## src/srfr_pkg.sv

```systemverilog
// Shared types, constants and the CRC step for the serial RTU frame receiver.
// No dependencies; every other file imports this package.
package srfr_pkg;

  localparam int unsigned BUFFER_DEPTH = 256;
  localparam int unsigned ADDR_W       = $clog2(BUFFER_DEPTH);
  localparam int unsigned CNT_W        = 9;

  localparam logic [7:0]  BROADCAST_ADDR = 8'h00;
  localparam logic [15:0] CRC_INIT       = 16'hFFFF;
  localparam logic [15:0] CRC_POLY       = 16'hA001;

  typedef enum logic [1:0] {
    OP_BYTE    = 2'd0,
    OP_TICK    = 2'd1,
    OP_READ    = 2'd2,
    OP_RELEASE = 2'd3
  } op_t;

  typedef enum logic [2:0] {
    EV_GOOD     = 3'd0,
    EV_CRC_BAD  = 3'd1,
    EV_SHORT    = 3'd2,
    EV_RX_ERROR = 3'd3,
    EV_READ     = 3'd4
  } event_t;

  typedef enum logic [1:0] {
    REG_STATION    = 2'd0,
    REG_IDLE_TICKS = 2'd1,
    REG_GAP_TICKS  = 2'd2,
    REG_MIN_LENGTH = 2'd3
  } reg_t;

  typedef enum logic [4:0] {
    MODE_IDLE = 5'b00001,
    MODE_RECV = 5'b00010,
    MODE_FAIL = 5'b00100,
    MODE_SKIP = 5'b01000,
    MODE_HELD = 5'b10000
  } mode_t;

  typedef struct packed {
    op_t        operation;
    logic [7:0] rx_byte;
    logic [7:0] read_index;
  } item_t;

  typedef struct packed {
    logic [7:0]  station_address;
    logic [15:0] idle_ticks;
    logic [15:0] gap_ticks;
    logic [7:0]  min_length;
  } cfg_t;

  typedef struct packed {
    logic             valid;
    event_t           kind;
    logic [CNT_W-1:0] length;
  } res_t;

  typedef struct packed {
    logic              we;
    logic [ADDR_W-1:0] waddr;
    logic [7:0]        wdata;
    logic              re;
    logic [ADDR_W-1:0] raddr;
    logic              in_range;
  } mem_req_t;

  // CRC-16 reflected, one byte folded in bit by bit
  function automatic logic [15:0] crc_fold(input logic [15:0] crc_in, input logic [7:0] b);
    logic [15:0] c;
    c = crc_in ^ {8'h00, b};
    for (int i = 0; i < 8; i++) begin
      if (c[0]) begin
        c = (c >> 1) ^ CRC_POLY;
      end else begin
        c = c >> 1;
      end
    end
    return c;
  endfunction

endpackage

```

## src/serial_rtu_frame_receiver.sv

```systemverilog
// Serial RTU frame receiver top level: request and result registers, config.
// Depends on srfr_pkg, srfr_framer and srfr_store.
//
// Requests (operation, rx_byte, read_index) enter on in_valid/in_stall: received
// bytes, timer ticks, reads of the frame store and release of a held frame.
// Results (event_kind, frame_length, read_byte) leave on out_valid/out_stall:
// one per read and one per frame that ends with a verdict; bytes, ticks,
// releases and a foreign frame's end give none.
// A request is taken into the request register, processed once the result
// register is free or being taken, and loaded into the result register at the
// closing edge of that cycle; throughput one request per cycle while no result
// waits under out_stall, set by the single framer pass and the store's one
// write and one registered read port.
// When out_stall holds a waiting result, processing halts and in_stall rises
// once the request register is full; nothing is lost.
// Reset (rst, synchronous) clears both registers, returns the framer to idle
// and loads station 1, idle 8 ticks, gap 4 ticks, minimum length 4. The store
// is not cleared; read only positions that a frame has written.
// Write config through cfg_write/cfg_index/cfg_data only while idle.
module serial_rtu_frame_receiver (
  input  logic        clk,
  input  logic        rst,
  input  logic        in_valid,
  output logic        in_stall,
  input  logic [1:0]  operation,
  input  logic [7:0]  rx_byte,
  input  logic [7:0]  read_index,
  output logic        out_valid,
  input  logic        out_stall,
  output logic [2:0]  event_kind,
  output logic [8:0]  frame_length,
  output logic [7:0]  read_byte,
  input  logic        cfg_write,
  input  logic [1:0]  cfg_index,
  input  logic [15:0] cfg_data
);
  import srfr_pkg::*;

  cfg_t     cfg;
  logic     req_valid;
  item_t    req;
  logic     advance;
  logic     load;
  res_t     res;
  mem_req_t mem_req;
  logic [7:0] rdata;
  event_t     kind_q;
  logic       in_range_q;

  always_ff @(posedge clk) begin
    if (rst) begin
      cfg.station_address <= 8'd1;
      cfg.idle_ticks      <= 16'd8;
      cfg.gap_ticks       <= 16'd4;
      cfg.min_length      <= 8'd4;
    end else if (cfg_write) begin
      case (reg_t'(cfg_index))
        REG_STATION:    cfg.station_address <= cfg_data[7:0];
        REG_IDLE_TICKS: cfg.idle_ticks      <= cfg_data;
        REG_GAP_TICKS:  cfg.gap_ticks       <= cfg_data;
        REG_MIN_LENGTH: cfg.min_length      <= cfg_data[7:0];
        default: begin
        end
      endcase
    end
  end

  // advance the request whenever the result register is free or being taken
  assign advance  = !out_valid || !out_stall;
  assign in_stall = req_valid && !advance;
  assign load     = in_valid && !in_stall;

  always_ff @(posedge clk) begin
    if (rst) begin
      req_valid <= 1'b0;
    end else if (load) begin
      req_valid <= 1'b1;
    end else if (advance) begin
      req_valid <= 1'b0;
    end
  end

  always_ff @(posedge clk) begin
    if (load) begin
      req.operation  <= op_t'(operation);
      req.rx_byte    <= rx_byte;
      req.read_index <= read_index;
    end
  end

  srfr_framer u_framer (
    .clk     (clk),
    .rst     (rst),
    .go      (req_valid && advance),
    .item    (req),
    .cfg     (cfg),
    .res     (res),
    .mem_req (mem_req)
  );

  srfr_store u_store (
    .clk   (clk),
    .req   (mem_req),
    .rdata (rdata)
  );

  always_ff @(posedge clk) begin
    if (rst) begin
      out_valid <= 1'b0;
    end else if (advance) begin
      out_valid <= res.valid;
    end
  end

  always_ff @(posedge clk) begin
    if (advance && res.valid) begin
      kind_q       <= res.kind;
      frame_length <= res.length;
      in_range_q   <= mem_req.in_range;
    end
  end

  assign event_kind = kind_q;
  assign read_byte  = (kind_q == EV_READ && in_range_q) ? rdata : 8'h00;

`ifndef ASSERT_OFF
  a_stall_full: assert property (@(posedge clk) disable iff (rst)
    in_stall |-> req_valid && out_valid)
    else $error("request refused with room to spare");

  a_hold_result: assert property (@(posedge clk) disable iff (rst)
    out_valid && out_stall |=> $stable(read_byte) && $stable(event_kind) &&
      $stable(frame_length))
    else $error("waiting result changed");

  a_drain: assert property (@(posedge clk) disable iff (rst)
    req_valid && !out_valid |=> !req_valid || $past(load))
    else $error("request not processed with free result register");
`endif

endmodule

```

## src/srfr_store.sv

```systemverilog
// Frame byte store: one write port and one registered read port.
// Depends on srfr_pkg for the request struct and depth.
module srfr_store (
  input  logic               clk,
  input  srfr_pkg::mem_req_t req,
  output logic [7:0]         rdata
);
  import srfr_pkg::*;

  logic [7:0] mem [BUFFER_DEPTH];

  always_ff @(posedge clk) begin
    if (req.we) begin
      mem[req.waddr] <= req.wdata;
    end
  end

  always_ff @(posedge clk) begin
    if (req.re) begin
      rdata <= mem[req.raddr];
    end
  end

endmodule

```

## src/srfr_framer.sv

```systemverilog
// Frame state machine: silence timing, byte counting, CRC and frame verdicts.
// Depends on srfr_pkg; drives store requests and at most one result per request.
module srfr_framer (
  input  logic               clk,
  input  logic               rst,
  input  logic               go,
  input  srfr_pkg::item_t    item,
  input  srfr_pkg::cfg_t     cfg,
  output srfr_pkg::res_t     res,
  output srfr_pkg::mem_req_t mem_req
);
  import srfr_pkg::*;

  mode_t            mode, mode_next;
  logic [15:0]      silence, silence_next;
  logic [CNT_W-1:0] count, count_next;
  logic [15:0]      crc, crc_next;

  logic room;
  logic gap_ok;

  assign room   = count < CNT_W'(BUFFER_DEPTH);
  assign gap_ok = silence < cfg.gap_ticks;

  always_comb begin
    mode_next    = mode;
    silence_next = silence;
    count_next   = count;
    crc_next     = crc;
    res.valid    = 1'b0;
    res.kind     = EV_READ;
    res.length   = count;
    mem_req.we       = 1'b0;
    mem_req.waddr    = count[ADDR_W-1:0];
    mem_req.wdata    = item.rx_byte;
    mem_req.re       = 1'b0;
    mem_req.raddr    = item.read_index[ADDR_W-1:0];
    mem_req.in_range = {1'b0, item.read_index} < CNT_W'(BUFFER_DEPTH);

    if (go) begin
      case (item.operation)
        OP_BYTE: begin
          silence_next = '0;
          if (mode == MODE_IDLE && count == '0) begin
            if (item.rx_byte == cfg.station_address || item.rx_byte == BROADCAST_ADDR) begin
              mode_next  = MODE_RECV;
              mem_req.we = 1'b1;
              count_next = CNT_W'(1);
              crc_next   = crc_fold(CRC_INIT, item.rx_byte);
            end else begin
              mode_next = MODE_SKIP;
            end
          end else if (mode == MODE_RECV) begin
            if (room && gap_ok) begin
              mem_req.we = 1'b1;
              crc_next   = crc_fold(crc, item.rx_byte);
            end else begin
              mode_next = MODE_FAIL;
            end
            if (room) begin
              count_next = count + CNT_W'(1);
            end
          end
        end
        OP_TICK: begin
          if (mode inside {MODE_RECV, MODE_FAIL, MODE_SKIP}) begin
            if (silence < cfg.idle_ticks) begin
              silence_next = silence + 16'd1;
            end else begin
              // frame over: return to idle unless a good frame is held
              mode_next  = MODE_IDLE;
              count_next = '0;
              crc_next   = CRC_INIT;
              if (mode == MODE_FAIL) begin
                res.valid = 1'b1;
                res.kind  = EV_RX_ERROR;
              end else if (mode == MODE_RECV) begin
                res.valid = 1'b1;
                if (count <= {1'b0, cfg.min_length}) begin
                  res.kind = EV_SHORT;
                end else if (crc == 16'h0000) begin
                  res.kind   = EV_GOOD;
                  mode_next  = MODE_HELD;
                  count_next = count;
                  crc_next   = crc;
                end else begin
                  res.kind = EV_CRC_BAD;
                end
              end
            end
          end
        end
        OP_READ: begin
          res.valid  = 1'b1;
          res.kind   = EV_READ;
          mem_req.re = 1'b1;
        end
        OP_RELEASE: begin
          if (mode == MODE_HELD) begin
            mode_next  = MODE_IDLE;
            count_next = '0;
            crc_next   = CRC_INIT;
          end
        end
        default: begin
        end
      endcase
    end
  end

  always_ff @(posedge clk) begin
    if (rst) begin
      mode    <= MODE_IDLE;
      silence <= '0;
      count   <= '0;
      crc     <= CRC_INIT;
    end else begin
      mode    <= mode_next;
      silence <= silence_next;
      count   <= count_next;
      crc     <= crc_next;
    end
  end

`ifndef ASSERT_OFF
  a_count_bound: assert property (@(posedge clk) disable iff (rst)
    count <= CNT_W'(BUFFER_DEPTH))
    else $error("byte count beyond buffer depth");

  a_idle_clean: assert property (@(posedge clk) disable iff (rst)
    mode == MODE_IDLE |-> count == '0 && crc == CRC_INIT)
    else $error("idle with stale count or CRC");

  a_good_held: assert property (@(posedge clk) disable iff (rst)
    res.valid && res.kind == EV_GOOD |=> mode == MODE_HELD)
    else $error("good frame not held");

  a_write_mode: assert property (@(posedge clk) disable iff (rst)
    mem_req.we |-> mode == MODE_IDLE || mode == MODE_RECV)
    else $error("store written outside reception");
`endif

endmodule

```

## config.mk

```make
export PLATFORM = sky130hd
export DESIGN_NAME = serial_rtu_frame_receiver
export DESIGN_NICKNAME = d
export VERILOG_FILES = /design/src/srfr_pkg.sv /design/src/serial_rtu_frame_receiver.sv /design/src/srfr_store.sv /design/src/srfr_framer.sv
export SDC_FILE = /design/constraint.sdc
export NUM_CORES = 2
export LEC_CHECK = 0
export BUFFER_PORTS_ARGS = -buffer_cell sky130_fd_sc_hd__buf_2
export CORE_ASPECT_RATIO = 1.2
export CORE_UTILIZATION = 55
export DETAILED_ROUTE_END_ITERATION = 16
export PLACE_DENSITY_LB_ADDON = 0.1
export SETUP_SLACK_MARGIN = 0.4
export SYNTH_ARGS = -nofsm -noshare
export SYNTH_HDL_FRONTEND = slang
export SYNTH_SLANG_ARGS = --single-unit
```

## constraint.sdc

```tcl
create_clock -name clk -period 12.8 [get_ports clk]
set_input_delay 0 -clock clk [delete_from_list [all_inputs] [get_ports clk]]
set_output_delay 0 -clock clk [all_outputs]
set_load 0.01 [all_outputs]
```

# Yosys cells after proc, flatten, opt, wreduce, memory -nomap -nowiden
# Memory sizes are Yosys's and may differ from the RTL's. A register that Yosys moved wholly into a read port is not among the register bits.
# Cells that the tools add are included.
[totals]
inputBits = 41
mem_bits_rw = 2048
regBits = 126
memories = 1
output_inout_bits = 22
word_cells = 231
[op_classes]
order_cmp = 4
bitwise = 18
muxes = 139
n_addsub = 2
reduce_logical = 29
eq_ne = 23
[memory_table]
columns = ["memory", "words", "word_bits", "read_ports", "rd_ports_with_merged_regs", "wr", "line_no", "rtl"]
rows = [
  ["u_store.mem", 256, 8, 1, 1, 1, "srfr_store.sv:10", "logic [7:0] mem [BUFFER_DEPTH];"],
]
[ops]
columns = ["cell", "count"]
rows = [
  ["2-to-1 mux 16 bit", 92],
  ["2-to-1 mux 9 bit", 11],
  ["2-to-1 mux 5 bit", 10],
  ["NOT 2 -> 3 bit", 16],
  ["case mux 16 bit (3 select lines)", 1],
  ["less-than comparator 16 bit", 2],
  ["case mux 16 bit (2 select lines)", 1],
  ["case mux 9 bit (3 select lines)", 1],
  ["2-to-1 mux 4 bit", 6],
  ["AND reduction 9 bit", 2],
  ["adder 16 x 1 -> 16 bit (second input constant)", 1],
  ["logical NOT 16 bit", 1],
  ["NOT 8 -> 16 bit", 1],
  ["XOR 16 x 8 -> 16 bit", 1],
  ["case mux 5 bit (3 select lines)", 1],
  ["2-to-1 mux 1 bit", 13],
  ["adder 9 x 1 -> 9 bit (second input constant)", 1],
  ["<= comparator 9 x 8 -> 1 bit", 1],
  ["logical NOT 9 bit", 1],
  ["less-than comparator 9 bit (second input constant)", 1],
  ["inequality test 3 x 1 -> 1 bit (second input constant)", 3],
  ["equality test 2 bit (second input constant)", 4],
  ["equality test 8 bit", 1],
  ["logical NOT 8 bit", 1],
  ["other kinds (24)", 42],
]

# Depth between registers and ports, before layout
[depth]
depth_word = 56
depth_mapped = 12
mapped_depth_nobuf = 10

# Modules after synthesis
# From an unflattened synthesis, not the netlist that was laid out.
[unflattened]
hier_cells = 4507
area_unflattened_um2 = 86895.8
[by_module_without_submodules]
columns = ["mod", "cells_per_inst", "instances", "seq_area_each_um2", "area_each_um2"]
rows = [
  ["srfr_store", 3733, 1, 61739.2, 79636.4],
  ["srfr_framer", 541, 1, 920.9, 4227.8],
  ["serial_rtu_frame_receiver", 233, 1, 1931.9, 3031.7],
]

# Worst setup path before layout
# OpenSTA, ideal clock, no wires.
[synth_path]
path_kind = "register to register"
startpoint = "register req[12] (netlist name)"
endpoint = "memory u_store.mem[104][0], enable pin"
setup_ns = 0.370
slack_ns = 6.574
synth_period_minus_slack_ns = 6.226
t_arrival_ns = 5.856
required_time_ns = 12.430
n_path_buf = 3
path_stages_with_launch = 11
cell_sequence = "edfxtp_1 buf_2 xnor2_1 nand4_1 o21ai_0 nand2b_1 a21oi_1 buf_2 nand4b_1 clkbuf_1 nor2_1"
[synth_via]
elab_chain_cells = 8
elab_cells_between_ends = 9
cone_classes = "eq/ne: 1; mux: 6; reduce/logical: 2"
[synth_rtl]
columns = ["element", "line_no", "rtl"]
rows = [
  ["equality test 8 bit or logical NOT 8 bit (tied branches)", "srfr_framer.sv:45", "if (item.rx_byte == cfg.station_address || item.rx_byte == BROADCAST_ADDR) begin"],
  ["logical OR 1 bit *", "srfr_framer.sv:45", ""],
  ["2-to-1 mux 1 bit *", "srfr_framer.sv:45", ""],
  ["2-to-1 mux 1 bit *", "srfr_framer.sv:44", "if (mode == MODE_IDLE && count == '0) begin"],
  ["2-to-1 mux 1 bit *", "srfr_framer.sv:41", "case (item.operation)"],
  ["2-to-1 mux 1 bit *", "srfr_framer.sv:40", "if (go) begin"],
  ["2-to-1 mux 1 bit *", "srfr_store.sv:13", "if (req.we) begin"],
  ["2-to-1 mux 1 bit (implied by the code) *", "srfr_store.sv:14", "mem[req.waddr] <= req.wdata;"],
  ["to (decl)", "srfr_store.sv:10", ""],
]
# Mark *: on every way between the ends. The rest lies on a longest branch, timed or not.

==> reports/qor.txt <==
status - finished clean
Worst-path clk slew - 0.06 ns
FILL cells - 10,780
largest cells by area after synthesis - edfxtp_1 (73%), mux4_2 (18%), dfxtp_1 (2.2%)
Power Density - 149.9 nW/um^2
Detail Route met3 WL - 15.82 mm
NetSw - 2.987 mW
DRT antenna net count - 0
routed wire length - 205.1 mm
Worst VDD drop - 150.4 uV
gr ovfl total - 0
Final Critical Period - 5.301 ns
drt via density - 6.275
final hold vios - 0
syn nets - 4,101
I/O Buffers - 62
CP startpoint kind - flop
HPWL reported at the end of detailed placement - 118.9 mm
setup bufs post-CTS - 0
total leakage power - 29.67 nW
Synthesis Warnings - 0
Final Core Density - 0.6190
Seq/Total Area, Yosys - 0.7531
CTS tree - built
crit path cell chain - buf_4 > buf_4 > buf_4 > mux4_2 > mux4_2 > mux4_2 > a22oi_1 > nand2_1
setup slack after layout - 7.499 ns
crit path DAT - 5.87 ns
Adder-Cell Fraction of Synth Area - 0.007444
# nets final - 4,326
CP Capture Type - flop
DRC Markers - 0
top_reg_cell synth - edfxtp_1
Yosys top cell by area - edfxtp_1
die width - 362.4 um
clock group share of total power - 0.404
core region area - 154,600 um^2
distinct cell type count after synthesis - 61
sequential share of power - 0.546
Syn Area/Cell - 21.38 um^2
number of synthesized register bits - 2,182
Bufs on Longest Clock Path - 3
cell family with most CP delay - buffers and inverters
switching power share of the total - 0.2082
pin count of the biggest net entering global routing - 176
asr flop ratio synth - 0
simple-gate share of the synthesized area - 0.03029
synthesized area - 85,720 um^2
routed wl met2 - 101.8 mm
layout cells sized above 1 - 0.2526
worst-path maximum fanout - 54
num rows - 158
CP Buf/Inv Count - 3
CTS Root Cell - clkbuf_16
Vias - 40,620
worst relative slew slack - 0.1332
WP data required - 13.37 ns
post-synthesis mux area share - 0.1780
worst slew pin tran - 1.295 ns
Worst path max stage delay - 0.75 ns
Global Route Usage Sum - 0.2659
Initial Util - 0.5545
gpl congestion - 0.8047
Slew Limit Fails - 0
internal power - 11.36 mW
number of synthesized flops with an enable pin - 2,086
Synth Area in XOR/XNOR - 0.005809
kind of critical path - reg -> reg
setup TNS - 0 ns
H-tree Lvls - 4
Final Cycle Share - 0.4142
Clock Sink Count - 2,182
RSZ-0062 raised after global routing - no
Mapped Cells - 4,009
mean routed wirelength per cell - 31.68 um
first-pass iteration count of the detailed router - 7
uppermost routed layer - met5
combinational share of power - 0.050
proportion of netlist area held by the largest area contributor - 0.7307
antenna violations before repair - 8
Inserted Clock Buffers - 204
Die H - 434.5 um
first-pass GRT wire length - 294.1 mm
vias in the first global route - 41,700
Synth Area in Compound Gates - 0.01214
f_max - 0.1886 GHz
1st-iter DRT viols - 4,188
synthesis-to-layout area growth - 11.64%
I/O pin total - 63
WL met1 - 78.82 mm
worst hold path class - in -> reg
most frequent cells in the layout - edfxtp_1 (2,086), mux4_2 (672), nor2_1 (302), clkbuf_16 (211), nand2_1 (133)
main combinational cell family by area after synthesis - multiplexers
die area - 157,500 um^2
clock latency on the worst-skew pair - 0.85 ns
final setup skew - 0.03130 ns
CP max stage cell - buf_4
max cap viols - 0
most common cell after layout, fill and taps aside - edfxtp_1
dpl ws - 7.483 ns
Setup-failing EPs final - 0
[layout make-up]
| class | count | area, um^2 | area share |
|---|---|---|---|
| tap | 2080 | 2603 | 0.02719 |
| antenna | 3 | 7.507 | 0.00007845 |
| clock buffer | 265 | 5517 | 0.05764 |
| sequential | 2182 | 64560 | 0.6746 |
| inverter | 59 | 221.5 | 0.002314 |
| timing repair buffer | 239 | 1949 | 0.02037 |
| multi-input combinational | 1548 | 20080 | 0.2099 |
| clock inverter | 97 | 757.0 | 0.007910 |
[registers in the layout (all words and copies together) (netlist names), 5 cells and up]
signal,count
u_framer.silence,16
cfg,48
req,18
u_store.mem,2048
u_framer.mode,5
u_framer.count,9
u_framer.crc,16
u_store.rdata,8
frame_length,9
[synth_stat cells, drive strengths merged, types with 2 or more instances]
| library cell | number |
|---|---|
| buf | 86 |
| nor2b | 17 |
| nand3b | 3 |
| xor2 | 19 |
| or2 | 3 |
| o211ai | 10 |
| xnor3 | 2 |
| o21ai | 35 |
| nor3b | 3 |
| nor3 | 9 |
| a211oi | 3 |
| nand4 | 22 |
| mux4 | 672 |
| edfxtp | 2086 |
| a21oi | 76 |
| clkbuf | 134 |
| nand3 | 29 |
| nand2 | 133 |
| o21a | 2 |
| mux2i | 12 |
| a21o | 8 |
| and3 | 15 |
| nor2 | 302 |
| nand4b | 6 |
| inv | 58 |
| and2 | 13 |
| or3 | 10 |
| a22oi | 17 |
| dfxtp | 96 |
| xnor2 | 30 |
| a221oi | 2 |
| ha | 51 |
| nor4 | 5 |
| or4 | 6 |
| a211o | 5 |
| a31oi | 4 |
| nand2b | 5 |
[per-layer routing]
metal	GRT usage	up-vias
met1	0.3523	21570
li1	-	17070
met3	0.05689	366
met2	0.4323	1604
met4	0.1101	8
met5	0.005821	-
[stage by stage]
step | instance area, um^2 | power [mW] | hold slack (ns) | std cells
after global routing | 95690 | 14.71 | 0.2879 | 6470
after detailed placement | 88530 | 8.692 | 0.1781 | 6019
after global placement | 88530 | 8.683 | 0.1778 | 6019
final | 95700 | 14.35 | 0.2725 | 6473
after floorplan | 85720 | 8.463 | 0.09887 | 4009
after CTS | 95690 | 14.45 | 0.2098 | 6470
[tightest hold or removal path: cells and delay by family]
family | cells | cell delay (ns)
mux | 1 | 0.12
simple gates | 2 | 0.11
buf+inv | 3 | 0.84
[worst paths after layout]
path	startpoint	endpoint	slack (ns)	depth (start not counted)
setup / recovery	req[1]	u_store.rdata[1]	7.50	8
hold / removal	cfg_index[0]	cfg[40]	0.27	6
setup reg to reg	req[1]	u_store.rdata[1]	7.50	8
hold reg to reg	cfg[22]	cfg[22]	0.45	2
[kinds of logic after synthesis]
group	count (synthesis)
XOR/XNOR	52
AO/OA/AOI/OAI	173
buffers and inverters	279
flip-flops	2182
adder cells (fa/ha/maj)	51
multiplexers	684
AND/OR/NAND/NOR	588
[timing repair]
action,CTS,global route
hold buffers,89,0
gates resized for setup,0,0
hold endpoints to repair,125,0
[power groups by stage]
stage | combinational, mW | clock (mW) | sequential, mW
floorplan | 0.406 | 0 | 8.06
global placement | 0.694 | 0 | 7.99
detailed placement | 0.703 | 0 | 7.99
CTS | 0.723 | 5.89 | 7.84
global route | 0.755 | 6.13 | 7.83
finish | 0.713 | 5.80 | 7.84
No activity file was read; power rests on OpenSTA's default activity.
